### src/rtl/sdlt_pkg.sv
// shared types and constants for the signal decay lifecycle table
package sdlt_pkg;

    localparam int SLOTS     = 16;
    localparam int SLOT_W    = $clog2(SLOTS);
    localparam int CNT_W     = $clog2(SLOTS + 1);
    localparam int FRAC_W    = 17;
    localparam int MAG_W     = 16;
    localparam int TICK_W    = 32;
    localparam int SUM_W     = 48;
    localparam int MEAN_W    = 40;
    localparam int DIVD_W    = SUM_W + 8;
    localparam int DIV_CNT_W = $clog2(DIVD_W + 1);

    typedef enum logic [1:0] {
        ACT_RECORD = 2'd0,
        ACT_TICK   = 2'd1,
        ACT_CLEAR  = 2'd2,
        ACT_NONE   = 2'd3
    } action_t;

    typedef enum logic [1:0] {
        KIND_STATS  = 2'd0,
        KIND_DEATH  = 2'd1,
        KIND_ZOMBIE = 2'd2,
        KIND_RSVD   = 2'd3
    } kind_t;

    localparam logic [1:0] REG_HALFLIFE = 2'd0;
    localparam logic [1:0] REG_DEATH    = 2'd1;
    localparam logic [1:0] REG_MAXAGE   = 2'd2;

    // controller to datapath
    typedef struct packed {
        logic              load;       // capture input word
        logic              record;     // apply record to table
        logic              tick_inc;   // advance now tick
        logic              clear;      // clear table and counters
        logic              scan;       // evaluate slot at scan_idx
        logic              commit_die; // free slots marked dead
        logic [SLOT_W-1:0] scan_idx;
        logic              div_start;
        logic              out_load;
        kind_t             out_kind;
        logic [SLOT_W-1:0] out_slot;
    } sdlt_cmd_t;

    // datapath to controller
    typedef struct packed {
        action_t           action;
        logic [SLOTS-1:0]  die_mask;
        logic [SLOTS-1:0]  zomb_mask;
        logic              div_busy;
        logic              out_full;
    } sdlt_sts_t;

endpackage

### src/rtl/sdlt_div.sv
// restoring divider, one quotient bit per cycle, for the mean half-life
module sdlt_div (
    input  logic                        aclk,
    input  logic                        aresetn,
    input  logic                        start,
    input  logic [sdlt_pkg::DIVD_W-1:0] dividend,
    input  logic [31:0]                 divisor,
    output logic                        busy,
    output logic [sdlt_pkg::MEAN_W-1:0] mean
);
    import sdlt_pkg::*;

    logic                 busy_reg, busy_next;
    logic [DIV_CNT_W-1:0] cnt_reg, cnt_next;
    logic [DIVD_W-1:0]    quo_reg, quo_next;
    logic [32:0]          rem_reg, rem_next;
    logic [31:0]          dsr_reg, dsr_next;
    logic [32:0]          shifted;
    logic [32:0]          diff;

    always_comb begin
        shifted   = {rem_reg[31:0], quo_reg[DIVD_W-1]};
        diff      = shifted - {1'b0, dsr_reg};
        busy_next = busy_reg;
        cnt_next  = cnt_reg;
        quo_next  = quo_reg;
        rem_next  = rem_reg;
        dsr_next  = dsr_reg;
        if (start) begin
            busy_next = 1'b1;
            cnt_next  = DIV_CNT_W'(DIVD_W);
            quo_next  = dividend;
            rem_next  = '0;
            dsr_next  = divisor;
        end else if (busy_reg) begin
            if (!diff[32]) begin
                rem_next = diff;
                quo_next = {quo_reg[DIVD_W-2:0], 1'b1};
            end else begin
                rem_next = shifted;
                quo_next = {quo_reg[DIVD_W-2:0], 1'b0};
            end
            cnt_next = cnt_reg - 1'b1;
            if (cnt_reg == DIV_CNT_W'(1)) begin
                busy_next = 1'b0;
            end
        end
    end

    always_ff @(posedge aclk) begin
        if (!aresetn) begin
            busy_reg <= 1'b0;
            cnt_reg  <= '0;
        end else begin
            busy_reg <= busy_next;
            cnt_reg  <= cnt_next;
        end
        quo_reg <= quo_next;
        rem_reg <= rem_next;
        dsr_reg <= dsr_next;
    end

    assign busy = busy_reg;
    // zero count gives zero mean; saturate above 40 bits
    always_comb begin
        if (dsr_reg == '0) begin
            mean = '0;
        end else if (|quo_reg[DIVD_W-1:MEAN_W]) begin
            mean = '1;
        end else begin
            mean = quo_reg[MEAN_W-1:0];
        end
    end
endmodule

### src/rtl/sdlt_datapath.sv
// slot table, counters, scan evaluation and output register
module sdlt_datapath (
    input  logic                       aclk,
    input  logic                       aresetn,
    input  sdlt_pkg::sdlt_cmd_t        cmd,
    output sdlt_pkg::sdlt_sts_t        sts,
    input  logic [21:0]                in_data,
    input  logic                       cfg_valid,
    input  logic [1:0]                 cfg_index,
    input  logic [31:0]                cfg_data,
    input  logic                       out_ready,
    output logic                       out_valid,
    output logic [167:0]               out_data,
    output logic                       out_last
);
    import sdlt_pkg::*;

    logic [FRAC_W-1:0] hl_frac_reg, death_frac_reg;
    logic [TICK_W-1:0] max_age_reg;

    logic [SLOTS-1:0]  valid_reg, hl_done_reg, zdone_reg, die_reg, zomb_reg;
    logic [MAG_W-1:0]  peak_reg [SLOTS];
    logic [MAG_W-1:0]  cur_reg [SLOTS];
    logic [TICK_W-1:0] birth_reg [SLOTS];

    logic [TICK_W-1:0] now_reg, dead_cnt_reg, zomb_cnt_reg, hl_cnt_reg;
    logic [SUM_W-1:0]  hl_sum_reg;

    action_t           act_reg;
    logic [SLOT_W-1:0] slot_reg;
    logic [MAG_W-1:0]  mag_reg;

    logic              ovalid_reg;
    logic [167:0]      odata_reg, odata_next;
    logic              olast_reg, olast_next;

    logic [MAG_W-1:0]  in_mag;
    logic [15:0]       in_bias;
    logic [SLOT_W-1:0] si;
    logic [MAG_W+FRAC_W-1:0] cur_sh, hl_prod, dth_prod;
    logic [TICK_W-1:0] age_s;
    logic              hl_hit, dth_hit, zmb_hit;
    logic [CNT_W-1:0]  active;
    logic              div_busy;
    logic [MEAN_W-1:0] mean;

    assign in_bias = in_data[21:6];
    assign in_mag  = in_bias[15] ? MAG_W'(17'h10000 - {1'b0, in_bias}) : in_bias;

    assign si       = cmd.scan_idx;
    assign cur_sh   = {1'b0, cur_reg[si], 16'h0};
    assign hl_prod  = {{FRAC_W{1'b0}}, peak_reg[si]} * {{MAG_W{1'b0}}, hl_frac_reg};
    assign dth_prod = {{FRAC_W{1'b0}}, peak_reg[si]} * {{MAG_W{1'b0}}, death_frac_reg};
    assign age_s    = now_reg - birth_reg[si];
    assign hl_hit   = valid_reg[si] && !hl_done_reg[si] && (cur_sh <= hl_prod);
    assign dth_hit  = valid_reg[si] && (cur_sh <= dth_prod);
    assign zmb_hit  = valid_reg[si] && !dth_hit && !zdone_reg[si] &&
                      (age_s > max_age_reg);

    always_comb begin
        active = '0;
        for (int i = 0; i < SLOTS; i++) begin
            active = active + CNT_W'(valid_reg[i]);
        end
    end

    always_ff @(posedge aclk) begin
        if (!aresetn) begin
            hl_frac_reg    <= FRAC_W'(32768);
            death_frac_reg <= FRAC_W'(6554);
            max_age_reg    <= TICK_W'(1000);
        end else if (cfg_valid) begin
            unique case (cfg_index)
                REG_HALFLIFE: hl_frac_reg    <= cfg_data[FRAC_W-1:0];
                REG_DEATH:    death_frac_reg <= cfg_data[FRAC_W-1:0];
                REG_MAXAGE:   max_age_reg    <= cfg_data;
                default: ;
            endcase
        end
    end

    always_ff @(posedge aclk) begin
        if (cmd.load) begin
            act_reg  <= action_t'(in_data[1:0]);
            slot_reg <= in_data[5:2];
            mag_reg  <= in_mag;
        end
        if (cmd.record && !valid_reg[slot_reg]) begin
            peak_reg[slot_reg]  <= mag_reg;
            cur_reg[slot_reg]   <= mag_reg;
            birth_reg[slot_reg] <= now_reg;
        end else if (cmd.record) begin
            cur_reg[slot_reg] <= mag_reg;
            if (mag_reg > peak_reg[slot_reg]) begin
                peak_reg[slot_reg] <= mag_reg;
            end
        end
        if (cmd.record && !valid_reg[slot_reg]) begin
            hl_done_reg[slot_reg] <= 1'b0;
            zdone_reg[slot_reg]   <= 1'b0;
        end else if (cmd.scan) begin
            if (hl_hit) hl_done_reg[si] <= 1'b1;
            if (zmb_hit) zdone_reg[si] <= 1'b1;
        end
        if (cmd.tick_inc) begin
            die_reg  <= '0;
            zomb_reg <= '0;
        end else if (cmd.scan) begin
            die_reg[si]  <= dth_hit;
            zomb_reg[si] <= zmb_hit;
        end
    end

    always_ff @(posedge aclk) begin
        if (!aresetn) begin
            valid_reg    <= '0;
            now_reg      <= '0;
            hl_sum_reg   <= '0;
            hl_cnt_reg   <= '0;
            dead_cnt_reg <= '0;
            zomb_cnt_reg <= '0;
        end else begin
            if (cmd.clear) begin
                valid_reg    <= '0;
                hl_sum_reg   <= '0;
                hl_cnt_reg   <= '0;
                dead_cnt_reg <= '0;
                zomb_cnt_reg <= '0;
            end
            if (cmd.record) valid_reg[slot_reg] <= 1'b1;
            if (cmd.commit_die) valid_reg <= valid_reg & ~die_reg;
            if (cmd.tick_inc) now_reg <= now_reg + TICK_W'(1);
            if (cmd.scan) begin
                if (hl_hit) begin
                    hl_sum_reg <= hl_sum_reg + SUM_W'(age_s);
                    hl_cnt_reg <= hl_cnt_reg + TICK_W'(1);
                end
                if (dth_hit) dead_cnt_reg <= dead_cnt_reg + TICK_W'(1);
                if (zmb_hit) zomb_cnt_reg <= zomb_cnt_reg + TICK_W'(1);
            end
        end
    end

    sdlt_div u_div (
        .aclk     (aclk),
        .aresetn  (aresetn),
        .start    (cmd.div_start),
        .dividend ({hl_sum_reg, 8'h0}),
        .divisor  (hl_cnt_reg),
        .busy     (div_busy),
        .mean     (mean)
    );

    // output word: kind, slot, age, peak, active, dead, zombie, mean
    always_comb begin
        odata_next      = '0;
        olast_next      = 1'b0;
        odata_next[1:0] = cmd.out_kind;
        if (cmd.out_kind == KIND_STATS) begin
            odata_next[58:54]   = active;
            odata_next[90:59]   = dead_cnt_reg;
            odata_next[122:91]  = zomb_cnt_reg;
            odata_next[162:123] = mean;
            olast_next          = 1'b1;
        end else begin
            odata_next[5:2]  = cmd.out_slot;
            odata_next[37:6] = now_reg - birth_reg[cmd.out_slot];
            if (cmd.out_kind == KIND_DEATH) begin
                odata_next[53:38] = peak_reg[cmd.out_slot];
            end
        end
    end

    always_ff @(posedge aclk) begin
        if (!aresetn) begin
            ovalid_reg <= 1'b0;
        end else if (cmd.out_load) begin
            ovalid_reg <= 1'b1;
        end else if (out_ready) begin
            ovalid_reg <= 1'b0;
        end
        if (cmd.out_load) begin
            odata_reg <= odata_next;
            olast_reg <= olast_next;
        end
    end

    assign out_valid = ovalid_reg;
    assign out_data  = odata_reg;
    assign out_last  = olast_reg;

    assign sts.action    = act_reg;
    assign sts.die_mask  = die_reg;
    assign sts.zomb_mask = zomb_reg;
    assign sts.div_busy  = div_busy;
    assign sts.out_full  = ovalid_reg && !out_ready;
endmodule

### src/rtl/sdlt_ctrl.sv
// sequencer for record, tick scan, event emission and statistics
module sdlt_ctrl (
    input  logic                aclk,
    input  logic                aresetn,
    input  logic                in_valid,
    output logic                in_ready,
    output sdlt_pkg::sdlt_cmd_t cmd,
    input  sdlt_pkg::sdlt_sts_t sts
);
    import sdlt_pkg::*;

    typedef enum logic [6:0] {
        ST_IDLE  = 7'b0000001,
        ST_EXEC  = 7'b0000010,
        ST_SCAN  = 7'b0000100,
        ST_DEATH = 7'b0001000,
        ST_ZOMB  = 7'b0010000,
        ST_DIV   = 7'b0100000,
        ST_STATS = 7'b1000000
    } state_t;

    state_t            state_reg, state_next;
    logic [SLOT_W-1:0] idx_reg, idx_next;
    logic              can_out;
    logic              pend;

    assign can_out = !sts.out_full;

    always_comb begin
        state_next   = state_reg;
        idx_next     = idx_reg;
        cmd          = '0;
        cmd.scan_idx = idx_reg;
        cmd.out_slot = idx_reg;
        cmd.out_kind = KIND_STATS;
        in_ready     = 1'b0;
        pend         = 1'b0;
        unique case (state_reg)
            ST_IDLE: begin
                in_ready = 1'b1;
                if (in_valid) begin
                    cmd.load   = 1'b1;
                    state_next = ST_EXEC;
                end
            end
            ST_EXEC: begin
                idx_next = '0;
                case (sts.action)
                    ACT_RECORD: begin
                        cmd.record = 1'b1;
                        state_next = ST_DIV;
                        cmd.div_start = 1'b1;
                    end
                    ACT_TICK: begin
                        cmd.tick_inc = 1'b1;
                        state_next   = ST_SCAN;
                    end
                    ACT_CLEAR: begin
                        cmd.clear  = 1'b1;
                        state_next = ST_STATS;
                    end
                    default: begin
                        cmd.div_start = 1'b1;
                        state_next    = ST_DIV;
                    end
                endcase
            end
            ST_SCAN: begin
                cmd.scan = 1'b1;
                idx_next = idx_reg + 1'b1;
                if (idx_reg == SLOT_W'(SLOTS - 1)) begin
                    state_next = ST_DEATH;
                end
            end
            ST_DEATH: begin
                pend = sts.die_mask[idx_reg];
                if (!pend || can_out) begin
                    cmd.out_load = pend;
                    cmd.out_kind = KIND_DEATH;
                    idx_next     = idx_reg + 1'b1;
                    if (idx_reg == SLOT_W'(SLOTS - 1)) begin
                        cmd.commit_die = 1'b1;
                        state_next     = ST_ZOMB;
                    end
                end
            end
            ST_ZOMB: begin
                pend = sts.zomb_mask[idx_reg];
                if (!pend || can_out) begin
                    cmd.out_load = pend;
                    cmd.out_kind = KIND_ZOMBIE;
                    idx_next     = idx_reg + 1'b1;
                    if (idx_reg == SLOT_W'(SLOTS - 1)) begin
                        cmd.div_start = 1'b1;
                        state_next    = ST_DIV;
                    end
                end
            end
            ST_DIV: begin
                if (!sts.div_busy) begin
                    state_next = ST_STATS;
                end
            end
            ST_STATS: begin
                if (sts.action == ACT_CLEAR && !sts.div_busy && idx_reg == '0) begin
                    // clear: counters now zero, run divider for consistent mean
                    cmd.div_start = 1'b1;
                    idx_next      = SLOT_W'(1);
                    state_next    = ST_DIV;
                end else if (can_out) begin
                    cmd.out_load = 1'b1;
                    state_next   = ST_IDLE;
                end
            end
            default: state_next = ST_IDLE;
        endcase
    end

    always_ff @(posedge aclk) begin
        if (!aresetn) begin
            state_reg <= ST_IDLE;
            idx_reg   <= '0;
        end else begin
            state_reg <= state_next;
            idx_reg   <= idx_next;
        end
    end
endmodule

### src/rtl/signal_decay_lifecycle_table_unit.sv
// top level of the signal decay lifecycle table
// record or idle action: runs the 56-step divider for the mean
// tick: scan of every slot, death and zombie event walks, then the divide, plus output stalls
// one word in flight at a time; next word taken after the statistics word is loaded
// reset: aresetn low clears valid bits, counters and now tick; registers to defaults
module signal_decay_lifecycle_table_unit (
    input  logic         aclk,
    input  logic         aresetn,
    input  logic         s_tvalid,
    output logic         s_tready,
    input  logic [23:0]  s_tdata,   // action[1:0], slot[5:2], bias[21:6], zero pad
    input  logic         cfg_valid,
    output logic         cfg_ready,
    input  logic [1:0]   cfg_index,
    input  logic [31:0]  cfg_data,
    output logic         m_tvalid,
    input  logic         m_tready,
    output logic [167:0] m_tdata,   // kind, event_slot, age_ticks, peak_mag,
                                    // active_count, dead_total, zombie_total,
                                    // mean_halflife, zero pad
    output logic         m_tlast
);
    import sdlt_pkg::*;

    sdlt_cmd_t cmd;
    sdlt_sts_t sts;

    assign cfg_ready = 1'b1;

    sdlt_ctrl u_ctrl (
        .aclk     (aclk),
        .aresetn  (aresetn),
        .in_valid (s_tvalid),
        .in_ready (s_tready),
        .cmd      (cmd),
        .sts      (sts)
    );

    sdlt_datapath u_dp (
        .aclk      (aclk),
        .aresetn   (aresetn),
        .cmd       (cmd),
        .sts       (sts),
        .in_data   (s_tdata[21:0]),
        .cfg_valid (cfg_valid),
        .cfg_index (cfg_index),
        .cfg_data  (cfg_data),
        .out_ready (m_tready),
        .out_valid (m_tvalid),
        .out_data  (m_tdata),
        .out_last  (m_tlast)
    );
endmodule

### config.mk
export PLATFORM = sky130hd
export DESIGN_NAME = signal_decay_lifecycle_table_unit
export DESIGN_NICKNAME = d
export VERILOG_FILES = /design/src/rtl/sdlt_pkg.sv /design/src/rtl/sdlt_div.sv /design/src/rtl/sdlt_datapath.sv /design/src/rtl/sdlt_ctrl.sv /design/src/rtl/signal_decay_lifecycle_table_unit.sv
export SDC_FILE = /design/constraint.sdc
export NUM_CORES = 2
export LEC_CHECK = 0
export ABC_AREA = 1
export BUFFER_PORTS_ARGS = -buffer_cell sky130_fd_sc_hd__buf_2
export CORE_MARGIN = 2
export CORE_UTILIZATION = 30
export CTS_CLUSTER_DIAMETER = 80
export DETAILED_ROUTE_END_ITERATION = 8
export PLACE_DENSITY = 0.54
export RECOVER_POWER = 100
export SYNTH_ARGS = -nofsm -noshare
export SYNTH_HDL_FRONTEND = slang
export SYNTH_HIERARCHICAL = 1
export SYNTH_SLANG_ARGS = --single-unit
### constraint.sdc
create_clock -name aclk -period 11.4 [get_ports aclk]
set_input_delay 1.14 -clock aclk [delete_from_list [all_inputs] [get_ports aclk]]
set_output_delay 1.14 -clock aclk [all_outputs]
set_load 0.01 [all_outputs]
==> results.md <==
Outcome:
- The flow ran to the end, but the final reports show violations.
- The checks that failed: max-capacitance violations, max-slew violations.

Floorplan:
- 235 I/O pins were placed.
- The die is 596 µm wide.
- The die covers 356000 µm².
- The initial core utilization is 0.301.
- The height of the chip is 596 µm.
- The floorplan has roughly 220 rows.
- The core region is 349000 µm².

Yosys:
- Yosys printed 6 warnings.
- The share of synthesized registers carrying an async set or reset is 0.
- The average cell area after synthesis is slightly below 9 µm².
- The synthesized design contains 1330 enable-type register cells.
- The total standard cell area after synthesis is roughly 110000 µm².
- The most used flip-flop cell after synthesis is sky130_fd_sc_hd__edfxtp_1.
- The part of the Yosys area used for sequential elements is 0.445.
- In this run, synthesis produced a sequential element count of roughly 1700.
- The cell count after synthesis came out at 11921.
- The distinct cell type count after synthesis is 73.

Timing:
- The number of max-slew violations in the final report was 2092.
- The routed design could run at a clock period as short as 10750 ps.
- The final clock period utilization by the worst path is 0.943.
- The count of endpoints failing hold in the final timing report is 0.
- The worst pin sits at a relative slew slack of -3.52.
- The achievable frequency is 0.0930 GHz.
- The clock skew is 109 ps.
- The transition time at the pin with the least slew margin is 6790 ps.
- The count of final setup violators is 0.

Finish:
- Once layout is complete, the utilization of the core stands at 0.336.
- The final layout net count is 12874.
- The library cell used most frequently in the layout, excluding fill and tap cells, is sky130_fd_sc_hd__nand2_1.
- The number of non-filler instances in the completed layout is roughly 17000.
- Fill cells in the final layout number between 30000 and 40000.
- Registers take approximately 47000 µm².
- The multi-input combinational cells in the finished layout cover a total of 49500 µm².
- Relative to the synthesized area, the layout overhead comes to 11.6%.
- The register with the most flip-flops in the layout has between 500 and 600 of them.
- The fraction of final layout cells sized beyond drive strength 1 is 0.0530.
- The top cell types in the final layout, fill and taps aside, are sky130_fd_sc_hd__nand2_1, sky130_fd_sc_hd__inv_1, sky130_fd_sc_hd__edfxtp_1.

Drt:
- The final routed DRC violation total is 0.
- The number of vias after detailed routing is between 80000 and 90000.
- In this run the remaining antenna-violating nets after routing total 0.
- The total wire length after detailed routing is between 300000 and 400000 µm.
- In the final routed layout, each cell accounts on average for 21.7 µm.
- The first-iteration detailed-routing DRC count is slightly above 9000.
- In the routed layout, each cell is associated on average with a via count of 5.17.
- The number of search-and-repair iterations in the first detailed-routing pass is 8.

Critical path:
- The largest individual stage delay along the critical path comes from the cell sky130_fd_sc_hd__inv_1.
- The critical path is of the reg -> reg type.
- In this run the worst path has a maximum fanout of 23.
- The required time of the critical path is 12130 ps.
- The delay of the slowest cell on the worst path is 690 ps.
- For the worst setup path, the data arrival time is approximately 11000 ps.
- The type of origin of the critical path is a flip-flop.
- The worst setup path is captured at a flip-flop.

Placement:
- Summed over all nets, the half-perimeter wirelength after detailed placement is roughly 240000 µm.
- The number of placed instances, taps included, is 16340.
- In this run the tool buffered the top-level ports with around 230 buffer cells.
- The last weighted congestion value of the routability-driven placer is 0.898.

Global route:
- The via count of the first global-routing pass is between 80000 and 90000.
- The first global-routing pass estimated about 540000 µm of wire.
- The sum of overflow across all layers after global routing is 0.
- The combined global-route utilization of all metal layers is 0.198.
- The number of antenna violations at the first check in global routing is 24.
- Entering global routing, the biggest net connects 233 pins.

CTS:
- CTS placed an instance of sky130_fd_sc_hd__clkbuf_16 at the clock tree root.
- The level count of the clock H-tree is 4.
- The later pin in the worst-skew pair is clocked with a latency of 910 ps.
- The CTS buffer count is 194.
- TritonCTS built the clock tree.
- The buffer depth of the longest clock path is 4.
- For this design, the sink count on the clock tree is 1675.
- Clock-pin slew was measured on the worst setup and hold paths at about 60 ps.

Hold path:
- The min-delay analysis places its worst path in the category in -> reg.

Flow run:
- Max-cap violations in this run came to 69.
-- critical path: cells and delay by family (launching register included) --
| family | cells | cell delay, ps |
|---|---|---|
| AO/OA/AOI/OAI | 7 | 1310 |
| adder cells (fa/ha/maj) | 8 | 3680 |
| buffers and inverters | 12 | 2750 |
| flip-flops | 1 | 410 |
| AND/OR/NAND/NOR | 15 | 2360 |
-- cell families (layout without fill, tap and decap cells) --
logic type | after synthesis | after routing | synth area share
DFF | 1675 | 1675 | 0.445
other | 2 | 19 | 0.0000713
AOI/OAI and AO/OA | 2740 | 2740 | 0.154
and+or+nand+nor | 4029 | 4029 | 0.160
muxes | 2 | 2 | 0.000190
adders and majority gates | 864 | 864 | 0.133
buffers and inverters | 2364 | 2539 | 0.0867
xor gates and xnor gates | 245 | 245 | 0.0204
-- what timing repair did --
action	4_1_cts	5_1_grt
buffers inserted	0	10
gates resized for setup	0	3
setup endpoints to repair	0	73
hold buffers	0	0
-- layout make-up --
class | instances | area share
multi-input combinational | 7894 | 0.421
sequential | 1675 | 0.399
inverter | 1722 | 0.0554
tap | 4599 | 0.0490
clock buffer | 232 | 0.0429
timing repair buffer | 460 | 0.0218
clock inverter | 125 | 0.0105
antenna | 5 | 0.000107
-- worst paths after layout --
| check | from | end | slack [ps] | depth (start not counted) |
|---|---|---|---|---|
| max reg2reg | u_ctrl/idx_reg[0]$_SDFFE_PN0P_ | u_dp/zomb_reg[8]$_SDFFE_PP0P_ | 650 | 42 |
| min reg2reg | u_dp/hl_cnt_reg[31]$_SDFF_PN0_ | u_dp/u_div/dsr_reg[31]$_DFFE_PP_ | 430 | 0 |
| min | s_tdata[1] | u_dp/act_reg[1]$_DFFE_PP_ | 430 | 1 |
| max | u_ctrl/idx_reg[0]$_SDFFE_PN0P_ | u_dp/zomb_reg[8]$_SDFFE_PP0P_ | 650 | 42 |
-- metal layers --
| layer | part of all wire | track usage | wire [µm] | up-vias |
|---|---|---|---|---|
| met3 | 0.080 | 0.0292 | 29000 | 635 |
| li1 | - | - | - | 40437 |
| met5 | 0.00020 | 0 | 73 | - |
| met2 | 0.45 | 0.320 | 164000 | 3464 |
| met4 | 0.033 | 0.0608 | 12000 | 12 |
| met1 | 0.43 | 0.273 | 158000 | 41927 |
-- synthesized netlist by cell type (all sizes together), types with 9 or more instances --
cell type / instances / share of area
nand2: 1960 / 0.071
inv: 1711 / 0.061
edfxtp: 1330 / 0.38
nor2: 1246 / 0.045
o21ai: 957 / 0.046
a21oi: 828 / 0.040
clkbuf: 494 / 0.018
nand3: 452 / 0.023
ha: 434 / 0.052
fa: 430 / 0.082
a22oi: 422 / 0.030
dfxtp: 345 / 0.066
xor2: 186 / 0.015
buf: 148 / 0.0077
o221ai: 135 / 0.011
nand4: 133 / 0.0081
nor3: 128 / 0.0063
o211ai: 112 / 0.0080
o22ai: 109 / 0.0065
nor4: 72 / 0.0044
xnor2: 59 / 0.0049
o21bai: 42 / 0.0030
o21a: 28 / 0.0020
a31oi: 23 / 0.0014
a21o: 20 / 0.0014
a21boi: 16 / 0.0011
a221oi: 12 / 0.0010
clkinv: 11 / 0.00039
and2: 9 / 0.00053
o211a: 9 / 0.00086
or4: 9 / 0.00064
-- stage by stage --
step	worst slack (ps)	hold slack (ps)	TNS, ps	area (µm²)
after floorplan	1320	408	0	105000
after global placement	692	413	0	112000
after detailed placement	665	419	0	112000
after CTS	613	361	0	118000
after global routing	-0.568	407	-0.568	117000
final	648	429	0	117000
Power is left out: the tool's default activity adds up to more than one toggle a clock period on the data nets, which glitch-free logic cannot reach.
